File: config.mk
export PLATFORM = sky130hd
export DESIGN_NAME = iir_filter_df2_transposed_unit_flat
export DESIGN_NICKNAME = d
export VERILOG_FILES = /design/src/rtl/iir_df2t_pkg.sv /design/src/rtl/iir_df2t_if.sv /design/src/rtl/iir_df2t_mul.sv /design/src/rtl/iir_filter_df2_transposed_unit.sv /design/src/flat_wrapper.sv
export SDC_FILE = /design/constraint.sdc
export NUM_CORES = 2
export LEC_CHECK = 0
export ABC_AREA = 1
export BUFFER_PORTS_ARGS = -buffer_cell sky130_fd_sc_hd__buf_2
export CAP_MARGIN = 10
export CORE_ASPECT_RATIO = 0.7
export CORE_UTILIZATION = 47
export DETAILED_ROUTE_END_ITERATION = 7
export GPL_TIMING_DRIVEN = 0
export PLACE_DENSITY_LB_ADDON = 0.05
export SLEW_MARGIN = 25
export SYNTH_ARGS = -nofsm -noshare
export SYNTH_HDL_FRONTEND = slang
export SYNTH_SLANG_ARGS = --single-unit
File: constraint.sdc
create_clock -name clk -period 9.59 [get_ports clk]
set_clock_uncertainty 0.05 [all_clocks]
set_input_delay 1.918 -clock clk [delete_from_list [all_inputs] [get_ports clk]]
set_output_delay 1.918 -clock clk [all_outputs]
set_load 0.02 [all_outputs]
File: src/rtl/iir_df2t_pkg.sv
package iir_df2t_pkg;

    // filter order, 1 to 3
    localparam int ORDER = 3;

    localparam int SAMPLE_W = 24;
    localparam int COEF_W   = 24;
    localparam int PROD_W   = SAMPLE_W + COEF_W;
    localparam int DELAY_W  = 48;
    localparam int FRAC_W   = 20;

    // sum of a delay element and a product, and that sum less a product
    localparam int SUM_W  = DELAY_W + 1;
    localparam int DIFF_W = DELAY_W + 2;

    localparam int NUM_REGS = 7;
    localparam int INDEX_W  = 3;
    localparam int CNT_W    = $clog2(ORDER + 1);
    localparam int DLY_IDX_W = (ORDER > 1) ? $clog2(ORDER) : 1;

    typedef logic signed [SAMPLE_W-1:0] sample_t;
    typedef logic signed [COEF_W-1:0]   coef_t;
    typedef logic signed [PROD_W-1:0]   prod_t;
    typedef logic signed [DELAY_W-1:0]  delay_t;
    typedef logic [INDEX_W-1:0]         reg_idx_t;

    // register indexes
    localparam reg_idx_t REG_B0     = 3'd0;
    localparam reg_idx_t REG_A_BASE = 3'd3;  // a[i] sits at REG_A_BASE + i
    localparam reg_idx_t REG_LAST   = 3'd6;

    localparam coef_t COEF_ONE = 24'sd1048576;
    localparam coef_t COEF_RESET [NUM_REGS] = '{COEF_ONE, '0, '0, '0, '0, '0, '0};

    localparam sample_t SAMPLE_MAX = 24'sh7fffff;
    localparam sample_t SAMPLE_MIN = 24'sh800000;

    typedef enum logic [2:0] {
        S_IDLE,
        S_MUL_B0,
        S_OUT,
        S_MUL_B,
        S_ACC,
        S_UPD
    } state_t;

    function automatic delay_t sat48(input logic signed [DIFF_W-1:0] v);
        logic signed [DIFF_W-1:0] hi;
        logic signed [DIFF_W-1:0] lo;
        hi = DIFF_W'({1'b0, {(DELAY_W-1){1'b1}}});
        lo = -hi - DIFF_W'(1);
        if (v > hi)
            return delay_t'(hi);
        else if (v < lo)
            return delay_t'(lo);
        else
            return delay_t'(v);
    endfunction

endpackage

File: src/rtl/iir_df2t_if.sv
interface iir_df2t_in_if;
    logic                     valid;
    logic                     ready;
    iir_df2t_pkg::sample_t    sample_in;

    modport source (output valid, output sample_in, input ready);
    modport sink   (input valid, input sample_in, output ready);
endinterface

interface iir_df2t_out_if;
    logic                     valid;
    logic                     ready;
    iir_df2t_pkg::sample_t    sample_out;
    logic                     clipped;

    modport source (output valid, output sample_out, output clipped, input ready);
    modport sink   (input valid, input sample_out, input clipped, output ready);
endinterface

interface iir_df2t_cfg_if;
    logic                     valid;
    logic                     ready;
    iir_df2t_pkg::reg_idx_t   index;
    iir_df2t_pkg::coef_t      data;

    modport source (output valid, output index, output data, input ready);
    modport sink   (input valid, input index, input data, output ready);
endinterface

File: src/rtl/iir_df2t_mul.sv
module iir_df2t_mul (
    input  logic                  clk,
    input  iir_df2t_pkg::coef_t   op_coef,
    input  iir_df2t_pkg::sample_t op_sample,
    output iir_df2t_pkg::prod_t   prod
);

    iir_df2t_pkg::prod_t prod_reg;
    iir_df2t_pkg::prod_t prod_next;

    // full-width signed product, never overflows 48 bits
    assign prod_next = iir_df2t_pkg::prod_t'(op_coef) * iir_df2t_pkg::prod_t'(op_sample);

    always_ff @(posedge clk)
    begin
        prod_reg <= prod_next;
    end

    assign prod = prod_reg;

endmodule

File: src/rtl/iir_filter_df2_transposed_unit.sv
// Third-order IIR filter in transposed direct form II for 24-bit signed samples with
// Q4.20 coefficients (a0 fixed at 1). One registered 24x24 multiplier is shared by all
// taps: a sample goes through the b0 multiply and the output step, then per tap a
// multiply issue, accumulate and delay update, and the unit returns to idle. The result
// word is formed in the output step and sits in an output register, so it may wait while
// the delay update finishes; audio.ready is high only while idle and no coefficient
// write is pending. Coefficient writes on coef are taken while idle, have priority over
// a sample, and any write to a valid index clears the delay line; indexes beyond the
// last register are ignored.
module iir_filter_df2_transposed_unit (
    input  logic           clk,
    input  logic           rst_n,
    iir_df2t_in_if.sink    audio,
    iir_df2t_out_if.source filtered,
    iir_df2t_cfg_if.sink   coef
);

    iir_df2t_pkg::state_t  state_reg;
    iir_df2t_pkg::state_t  state_next;
    logic [iir_df2t_pkg::CNT_W-1:0] tap_reg;
    logic [iir_df2t_pkg::CNT_W-1:0] tap_next;
    logic [iir_df2t_pkg::CNT_W-1:0] tap_m1;

    iir_df2t_pkg::coef_t   coef_reg [iir_df2t_pkg::NUM_REGS];
    iir_df2t_pkg::coef_t   coef_next [iir_df2t_pkg::NUM_REGS];
    iir_df2t_pkg::delay_t  d_reg [iir_df2t_pkg::ORDER];
    iir_df2t_pkg::delay_t  d_next [iir_df2t_pkg::ORDER];

    iir_df2t_pkg::sample_t x_reg;
    iir_df2t_pkg::sample_t x_next;
    iir_df2t_pkg::sample_t y_reg;
    iir_df2t_pkg::sample_t y_next;
    logic signed [iir_df2t_pkg::SUM_W-1:0] sum_reg;
    logic signed [iir_df2t_pkg::SUM_W-1:0] sum_next;

    logic                  out_valid_reg;
    logic                  out_valid_next;
    iir_df2t_pkg::sample_t out_sample_reg;
    iir_df2t_pkg::sample_t out_sample_next;
    logic                  out_clip_reg;
    logic                  out_clip_next;

    iir_df2t_pkg::coef_t   mul_coef;
    iir_df2t_pkg::sample_t mul_sample;
    iir_df2t_pkg::prod_t   prod;

    logic signed [iir_df2t_pkg::SUM_W:0]           round_acc;
    logic signed [iir_df2t_pkg::SUM_W-iir_df2t_pkg::FRAC_W:0] y_full;
    iir_df2t_pkg::sample_t y_sat;
    logic                  y_clip;
    iir_df2t_pkg::delay_t  d_tap;

    iir_df2t_mul u_mul (
        .clk       (clk),
        .op_coef   (mul_coef),
        .op_sample (mul_sample),
        .prod      (prod)
    );

    // round half up at the binary point, then clamp to 24 bits
    always_comb
    begin
        round_acc = (iir_df2t_pkg::SUM_W+1)'(d_reg[0])
                  + (iir_df2t_pkg::SUM_W+1)'(prod)
                  + (iir_df2t_pkg::SUM_W+1)'(1 << (iir_df2t_pkg::FRAC_W - 1));
        y_full = round_acc[iir_df2t_pkg::SUM_W:iir_df2t_pkg::FRAC_W];
        y_clip = 1'b0;
        if (y_full > $bits(y_full)'(iir_df2t_pkg::SAMPLE_MAX))
        begin
            y_sat  = iir_df2t_pkg::SAMPLE_MAX;
            y_clip = 1'b1;
        end
        else if (y_full < $bits(y_full)'(iir_df2t_pkg::SAMPLE_MIN))
        begin
            y_sat  = iir_df2t_pkg::SAMPLE_MIN;
            y_clip = 1'b1;
        end
        else
        begin
            y_sat = iir_df2t_pkg::sample_t'(y_full);
        end
    end

    assign tap_m1 = tap_reg - 1'b1;
    // the last delay element has no successor
    assign d_tap = (tap_reg < iir_df2t_pkg::CNT_W'(iir_df2t_pkg::ORDER)) ?
                   d_reg[tap_reg[iir_df2t_pkg::DLY_IDX_W-1:0]] : '0;

    always_comb
    begin
        state_next      = state_reg;
        tap_next        = tap_reg;
        coef_next       = coef_reg;
        d_next          = d_reg;
        x_next          = x_reg;
        y_next          = y_reg;
        sum_next        = sum_reg;
        out_valid_next  = out_valid_reg && !filtered.ready;
        out_sample_next = out_sample_reg;
        out_clip_next   = out_clip_reg;
        mul_coef        = coef_reg[iir_df2t_pkg::REG_B0];
        mul_sample      = x_reg;

        case (state_reg)
            iir_df2t_pkg::S_IDLE:
            begin
                if (coef.valid)
                begin
                    if (coef.index <= iir_df2t_pkg::REG_LAST)
                    begin
                        coef_next[coef.index] = coef.data;
                        d_next = '{default: '0};
                    end
                end
                else if (audio.valid)
                begin
                    x_next     = audio.sample_in;
                    state_next = iir_df2t_pkg::S_MUL_B0;
                end
            end
            iir_df2t_pkg::S_MUL_B0:
            begin
                mul_coef   = coef_reg[iir_df2t_pkg::REG_B0];
                mul_sample = x_reg;
                state_next = iir_df2t_pkg::S_OUT;
            end
            iir_df2t_pkg::S_OUT:
            begin
                // wait here while the previous word has not been taken
                if (!out_valid_reg || filtered.ready)
                begin
                    out_valid_next  = 1'b1;
                    out_sample_next = y_sat;
                    out_clip_next   = y_clip;
                    y_next          = y_sat;
                    tap_next        = iir_df2t_pkg::CNT_W'(1);
                    state_next      = iir_df2t_pkg::S_MUL_B;
                end
            end
            iir_df2t_pkg::S_MUL_B:
            begin
                mul_coef   = coef_reg[iir_df2t_pkg::INDEX_W'(tap_reg)];
                mul_sample = x_reg;
                state_next = iir_df2t_pkg::S_ACC;
            end
            iir_df2t_pkg::S_ACC:
            begin
                sum_next   = iir_df2t_pkg::SUM_W'(d_tap) + iir_df2t_pkg::SUM_W'(prod);
                mul_coef   = coef_reg[iir_df2t_pkg::REG_A_BASE
                                      + iir_df2t_pkg::INDEX_W'(tap_reg)];
                mul_sample = y_reg;
                state_next = iir_df2t_pkg::S_UPD;
            end
            iir_df2t_pkg::S_UPD:
            begin
                d_next[tap_m1[iir_df2t_pkg::DLY_IDX_W-1:0]] = iir_df2t_pkg::sat48(
                    iir_df2t_pkg::DIFF_W'(sum_reg) - iir_df2t_pkg::DIFF_W'(prod));
                if (tap_reg == iir_df2t_pkg::CNT_W'(iir_df2t_pkg::ORDER))
                begin
                    state_next = iir_df2t_pkg::S_IDLE;
                end
                else
                begin
                    tap_next   = tap_reg + 1'b1;
                    state_next = iir_df2t_pkg::S_MUL_B;
                end
            end
            default:
            begin
                state_next = iir_df2t_pkg::S_IDLE;
            end
        endcase
    end

    always_ff @(posedge clk or negedge rst_n)
    begin
        if (!rst_n)
        begin
            state_reg     <= iir_df2t_pkg::S_IDLE;
            tap_reg       <= '0;
            out_valid_reg <= 1'b0;
            coef_reg      <= iir_df2t_pkg::COEF_RESET;
            d_reg         <= '{default: '0};
        end
        else
        begin
            state_reg     <= state_next;
            tap_reg       <= tap_next;
            out_valid_reg <= out_valid_next;
            coef_reg      <= coef_next;
            d_reg         <= d_next;
        end
    end

    always_ff @(posedge clk)
    begin
        x_reg          <= x_next;
        y_reg          <= y_next;
        sum_reg        <= sum_next;
        out_sample_reg <= out_sample_next;
        out_clip_reg   <= out_clip_next;
    end

    assign audio.ready         = (state_reg == iir_df2t_pkg::S_IDLE) && !coef.valid;
    assign coef.ready          = (state_reg == iir_df2t_pkg::S_IDLE);
    assign filtered.valid      = out_valid_reg;
    assign filtered.sample_out = out_sample_reg;
    assign filtered.clipped    = out_clip_reg;

endmodule

File: src/flat_wrapper.sv
// flat-port wrapper written by rule: the top's interface ports become plain ports
module iir_filter_df2_transposed_unit_flat 
  (clk, rst_n, audio_valid, audio_sample_in, audio_ready, filtered_valid, filtered_sample_out, filtered_clipped, filtered_ready, coef_valid, coef_index, coef_data, coef_ready);
  iir_df2t_in_if audio_i ();
  iir_df2t_out_if filtered_i ();
  iir_df2t_cfg_if coef_i ();
  input  logic clk;
  input  logic rst_n;
  input wire logic [$bits(audio_i.valid)-1:0] audio_valid;
  input wire logic [$bits(audio_i.sample_in)-1:0] audio_sample_in;
  output wire logic [$bits(audio_i.ready)-1:0] audio_ready;
  output wire logic [$bits(filtered_i.valid)-1:0] filtered_valid;
  output wire logic [$bits(filtered_i.sample_out)-1:0] filtered_sample_out;
  output wire logic [$bits(filtered_i.clipped)-1:0] filtered_clipped;
  input wire logic [$bits(filtered_i.ready)-1:0] filtered_ready;
  input wire logic [$bits(coef_i.valid)-1:0] coef_valid;
  input wire logic [$bits(coef_i.index)-1:0] coef_index;
  input wire logic [$bits(coef_i.data)-1:0] coef_data;
  output wire logic [$bits(coef_i.ready)-1:0] coef_ready;
  assign audio_i.valid = audio_valid;
  assign audio_i.sample_in = audio_sample_in;
  assign audio_ready = audio_i.ready;
  assign filtered_valid = filtered_i.valid;
  assign filtered_sample_out = filtered_i.sample_out;
  assign filtered_clipped = filtered_i.clipped;
  assign filtered_i.ready = filtered_ready;
  assign coef_i.valid = coef_valid;
  assign coef_i.index = coef_index;
  assign coef_i.data = coef_data;
  assign coef_ready = coef_i.ready;
  iir_filter_df2_transposed_unit u_core (.clk(clk), .rst_n(rst_n), .audio(audio_i), .filtered(filtered_i), .coef(coef_i));
endmodule
Word level (Yosys, flattened, before mapping)
Cells that the tools add are included.
{"block": "totals", "inputBits": 56, "output_inout_bits": 28, "regBits": 464, "elab_cells": 110}
{"block": "op_classes", "order_cmp": 13, "mul": 1, "n_bitwise": 6, "n_mux": 36, "n_eq_ne": 12, "n_reduce_logical": 17, "add_sub_neg": 7}
{"cell": "$mux 48", "n": 7}
{"cell": "$mux 144", "n": 2}
{"cell": "$pmux 144 s2", "n": 1}
{"cell": "$bwmux 168", "n": 1}
{"cell": "$mux 24", "n": 7}
{"cell": "$bmux 24 s3", "n": 2}
{"cell": "$bwmux 144", "n": 1}
{"cell": "$add 48x48->49", "n": 2}
{"cell": "$bmux 48 s2", "n": 1}
{"cell": "$demux 48 s2", "n": 1}
{"cell": "$demux 24 s3", "n": 1}
{"cell": "$add 50x21->50 const B", "n": 1}
{"cell": "$gt 50x48->1 const B", "n": 1}
{"cell": "$lt 50x48->1 const B", "n": 1}
{"cell": "$sub 49x48->50", "n": 1}
{"cell": "$mul 24x24->48", "n": 1}
{"cell": "$pmux 24 s2", "n": 1}
{"cell": "$gt 30x24->1 const B", "n": 1}
{"cell": "$lt 30x24->1 const B", "n": 1}
{"cell": "$pmux 3 s6", "n": 1}
{"cell": "$reduce_and 3->1", "n": 5}
{"cell": "$ge 4x4->1 const B", "n": 3}
{"cell": "$mux 3", "n": 3}
{"cell": "$ne 2x2->1 const B", "n": 4}
{"cell": "other kinds (26)", "n": 42}

Longest topological paths before layout
{"block": "depth", "ltp_word": 8, "ltp_mapped": 44, "depth_no_buf": 37}

By module
A second synthesis with hierarchy kept.
{"block": "unflattened", "cells_unflattened": 7512, "area_unflattened_um2": 54170.7}
{"mod": "iir_filter_df2_transposed_unit", "instances": 1, "seq_area_each_um2": 10901.7, "area_each_um2": 30344.1, "cells_per_inst": 4434}
{"mod": "iir_df2t_mul", "instances": 1, "seq_area_each_um2": 960.9, "area_each_um2": 23826.6, "cells_per_inst": 3078}

Worst setup path after synthesis
No wires, ideal clock.
{"block": "synth_path", "path_kind": "register to register", "from": "reg u_core.tap_reg[0] (netlist bit)", "to": "reg u_core.u_mul.prod_reg[46], in the netlist u_core.u_mul.prod[46]", "setup_time_ns": 0.127, "arrival_ns": 8.992, "period_less_slack_ns": 9.169, "setup_slack_ns": 0.421, "path_stages_with_launch": 34, "required_ns": 9.413, "cell_sequence": "dfrtp_1 -> clkbuf_1 -> inv_2 -> buf_2 -> clkbuf_1 -> clkbuf_1 -> clkbuf_1 -> ha_1 -> inv_1 -> buf_1 -> a21oi_1 -> o21ai_0 -> nand3_1 -> nand3_1 -> o211ai_1 -> inv_1 -> clkbuf_1 -> nor2_1 -> fa_1 -> fa_1 -> inv_1 -> fa_1 -> inv_1 -> fa_1 -> fa_1 -> fa_1 -> fa_1 -> ha_1 -> a21oi_1 -> o221ai_1 -> a31o_2 -> a21boi_0 -> o21ai_0 -> xor2_1"}
{"block": "synth_between", "elab_chain_cells": 7, "elab_cells_between_ends": 11, "classes_between": "1 x add/sub; 1 x mul; 7 x mux; 2 x bitwise"}
{"element": "start: declaration", "line": "iir_filter_df2_transposed_unit.sv:20", "text": "logic [iir_df2t_pkg::CNT_W-1:0] tap_reg;"}
{"element": "start signal: assignment", "line": "iir_filter_df2_transposed_unit.sv:188", "text": "tap_reg <= tap_next;"}
{"element": "$add 2x2->3", "line": "iir_filter_df2_transposed_unit.sv:150", "text": "+ iir_df2t_pkg::INDEX_W'(tap_reg)];"}
{"element": "$not 3->4 (not written as such)", "line": "iir_filter_df2_transposed_unit.sv:149", "text": "mul_coef = coef_reg[iir_df2t_pkg::REG_A_BASE"}
{"element": "$bmux 24 s3", "line": "iir_filter_df2_transposed_unit.sv:149"}
{"element": "$mux 24 (not written as such) (2 in series)", "line": "iir_filter_df2_transposed_unit.sv:149"}
{"element": "$pmux 24 s2 *", "line": "iir_filter_df2_transposed_unit.sv:104", "text": "case (state_reg)"}
{"element": "$mul 24x24->48 *", "line": "iir_df2t_mul.sv:12", "text": "assign prod_next = iir_df2t_pkg::prod_t'(op_coef) * iir_df2t_pkg::prod_t'(op_sample);"}
{"element": "via u_core.u_mul.prod_next[46]", "line": "iir_df2t_mul.sv:9", "text": "iir_df2t_pkg::prod_t prod_next;"}
{"element": "end signal: assignment", "line": "iir_df2t_mul.sv:16", "text": "prod_reg <= prod_next;"}
{"element": "end: declaration", "line": "iir_df2t_mul.sv:8", "text": "iir_df2t_pkg::prod_t prod_reg;"}
The timed path passes the listed nets; every way through them passes the cells marked *. The select of a mux whose other input is x is not followed.
A chain may end at the register's enable or synchronous reset.

Worst setup path in the final report
Ends and elaborated chain as after synthesis.

==> reports/results.ini <==
[floorplanning]
start_util = 0.474
row_count = 101
core_sq_um = 108000
io_pins = 84
die_w_microns = 397
dieArea_sq_um = 111000
die_h_microns = 279

[sta]
rsz0062_at_grt = yes
setup_ws_ns = 0.196
fin_crit_ns = 9.39
max_freq_mhz = 106
fin_worst_hold_slack_ns = 0.423
maxSlewViolCount = 0
max_slew.worst_pin.slew_ns = 1.13
post-route-period-util = 0.980
fin_tns_setup_ns = 0
setup_viol = 0
slew_headroom = 0.245
hold_violations = 0

[route]
wirelength_microns = 196000
vias = 46715
firstDrtPassIters = 8
drt-initial-drc-count = 5220
drc = 10
postRouteAntennaNets = 0
vias_per_cell = 5.52
routedWlPerCell_microns = 23.2

[setup_path]
cp_top_family = adder cells
r2r_start = u_core.tap_reg[0]
worst_setup_path_end_kind = flip-flop
cp-start-kind = flip-flop
worstPathRequired_ns = 10.03
path_max_fanout = 11
cp.buffers_inverters = 14
r2r_slack_ns = 0.20
slowest_delay_ns = 0.69
crit_path_top_delay_cell = fa_2
critPathKind = flip-flop to flip-flop
crit_path_frequent_cell = fa_1
cp-startpoint = u_core.tap_reg[0]
cp.arrival_ns = 9.83

[yosys]
yosysWarnings = 0
syn_inst = 6748
netlist_area_sq_um = 51300
synth_ff_type = dfrtp_1
async_flop_share = 0.685
syn_nets = 7697
synth-seq-cells = 464
synth_edf_count = 98
synth_area_per_cell_sq_um = 7.61
synth.distinct_cells = 54
ys_seq_area_frac = 0.231

[placed_design]
place.gp.congestion = 1.02
port_buffers = 82
dpl.cell_count = 8290
dpl.hpwl_microns = 162000
place_ws_ns = -3.22

[cts]
cts_inserted_buffers = 53
clk_latency_ns = 0.67
cts_hold_buf = 0
path_clk_slew_ns = 0.07
cts_sinks = 464
cts_tree = built
htree_levels = 2
cts-root-buf = clkbuf_16
clockBufferDepth = 3

[final_layout]
final_layout_size_suffix_gt1_frac = 0.0796
syn_to_final_growth_pct = 11.1
fin_nets = 7920
final_cell_mix = nand2_1 (1756), inv_1 (1233), fa_1 (603)
instances_no_fill = 8461
largest_reg_flops = 168
final_common_cell = nand2_1

[global_route]
gr-usage-all-layers = 0.358
overflow = 0
grt_pass1_wl_microns = 291000
grt_max_degree = 88
antenna_found_initial = 5
grt_pass1_vias = 44262

[min_path]
holdCritStartpoint = u_core.d_reg[55]
hold_path_class = flip-flop to flip-flop

[run]
cap_viol_max_count = 0

[status]
status = finished, violations left
violations = DRC

through the flow:
| step | area (sq um) | utilization |
|---|---|---|
| detailed placement | 53900 | 0.498 |
| global route | 57000 | 0.527 |
| global placement | 53600 | 0.494 |
| finish | 57100 | 0.527 |
| floorplan | 51300 | - |
| CTS | 56700 | 0.524 |
worst paths after layout:
path                                              end  cells after the start
worst max-delay path            u_core.u_mul.prod[46]                     34
worst min-delay path                 u_core.d_reg[55]                      2
worst max register to register  u_core.u_mul.prod[46]                     34
worst min register to register       u_core.d_reg[55]                      2
max in group asynchronous           u_core.d_reg[119]                      3
min in group asynchronous         u_core.coef_reg[40]                      1
worst reg2reg max path, delay by kind of cell, from the launching register on:
family | cells | cell delay [ns]
flops | 1 | 0.39
simple gates | 3 | 0.45
fa+ha+maj | 9 | 4.52
buf+inv | 14 | 2.27
compound gates | 7 | 1.38
xor+xnor | 1 | 0.16
repair_timing:
item / 4_1_cts / 5_1_grt
pin swaps: 24 / 9
setup endpoints to repair: 41 / 21
resized for setup: 154 / 104
buffers inserted: 65 / 10
hold endpoints to repair: 0 / 0
synthesized netlist by cell type, types with 48 or more instances:
cell / count / area, sq um
dfxtp_1: 48 / 961
dfrtp_1: 317 / 7930
inv_1: 1249 / 4690
xnor2_1: 70 / 613
o21ai_0: 463 / 2320
nand2_1: 1757 / 6600
edfxtp_1: 98 / 2940
nor2_1: 616 / 2310
mux2_2: 55 / 619
clkbuf_1: 196 / 736
a21oi_1: 408 / 2040
xor2_1: 99 / 867
fa_1: 609 / 12200
nand3_1: 138 / 691
ha_1: 284 / 3550
metal layers:
metal | vias to the layer above | wire (microns) | GRT usage
met5 | - | 13 | 0
met2 | 2207 | 76600 | 0.481
met3 | 257 | 23200 | 0.101
met4 | 2 | 5530 | 0.0908
met1 | 23000 | 91100 | 0.554
li1 | 21249 | - | -
area by class of cell:
type                            count  area, sq um
Inverter                         1273         4870
Sequential cell                   464        11900
Clock buffer                       75         1500
Antenna cell                        5         12.5
Multi-Input combinational cell   4788        34300
Fill cell                       10756        51200
Tap cell                         1442         1800
Timing Repair Buffer              174         1410
Buffer                            217         1050
Clock inverter                     23          290
cells by family (layout without fill, tap and decap cells):
family                   Yosys count  in the layout  synth area share
other                              0              5                 0
AND/OR/NAND/NOR                 2630           2630             0.203
flip-flops                       464            464             0.231
buffers and inverters           1496           1762             0.110
AO/OA/AOI/OAI                   1041           1041             0.108
multiplexers                      55             55            0.0121
XOR/XNOR                         169            169            0.0288
adder cells (fa/ha/maj)          893            893             0.307
Power is left out: the tool's default activity adds up to more than one toggle a clock period on the data nets, which glitch-free logic cannot reach.
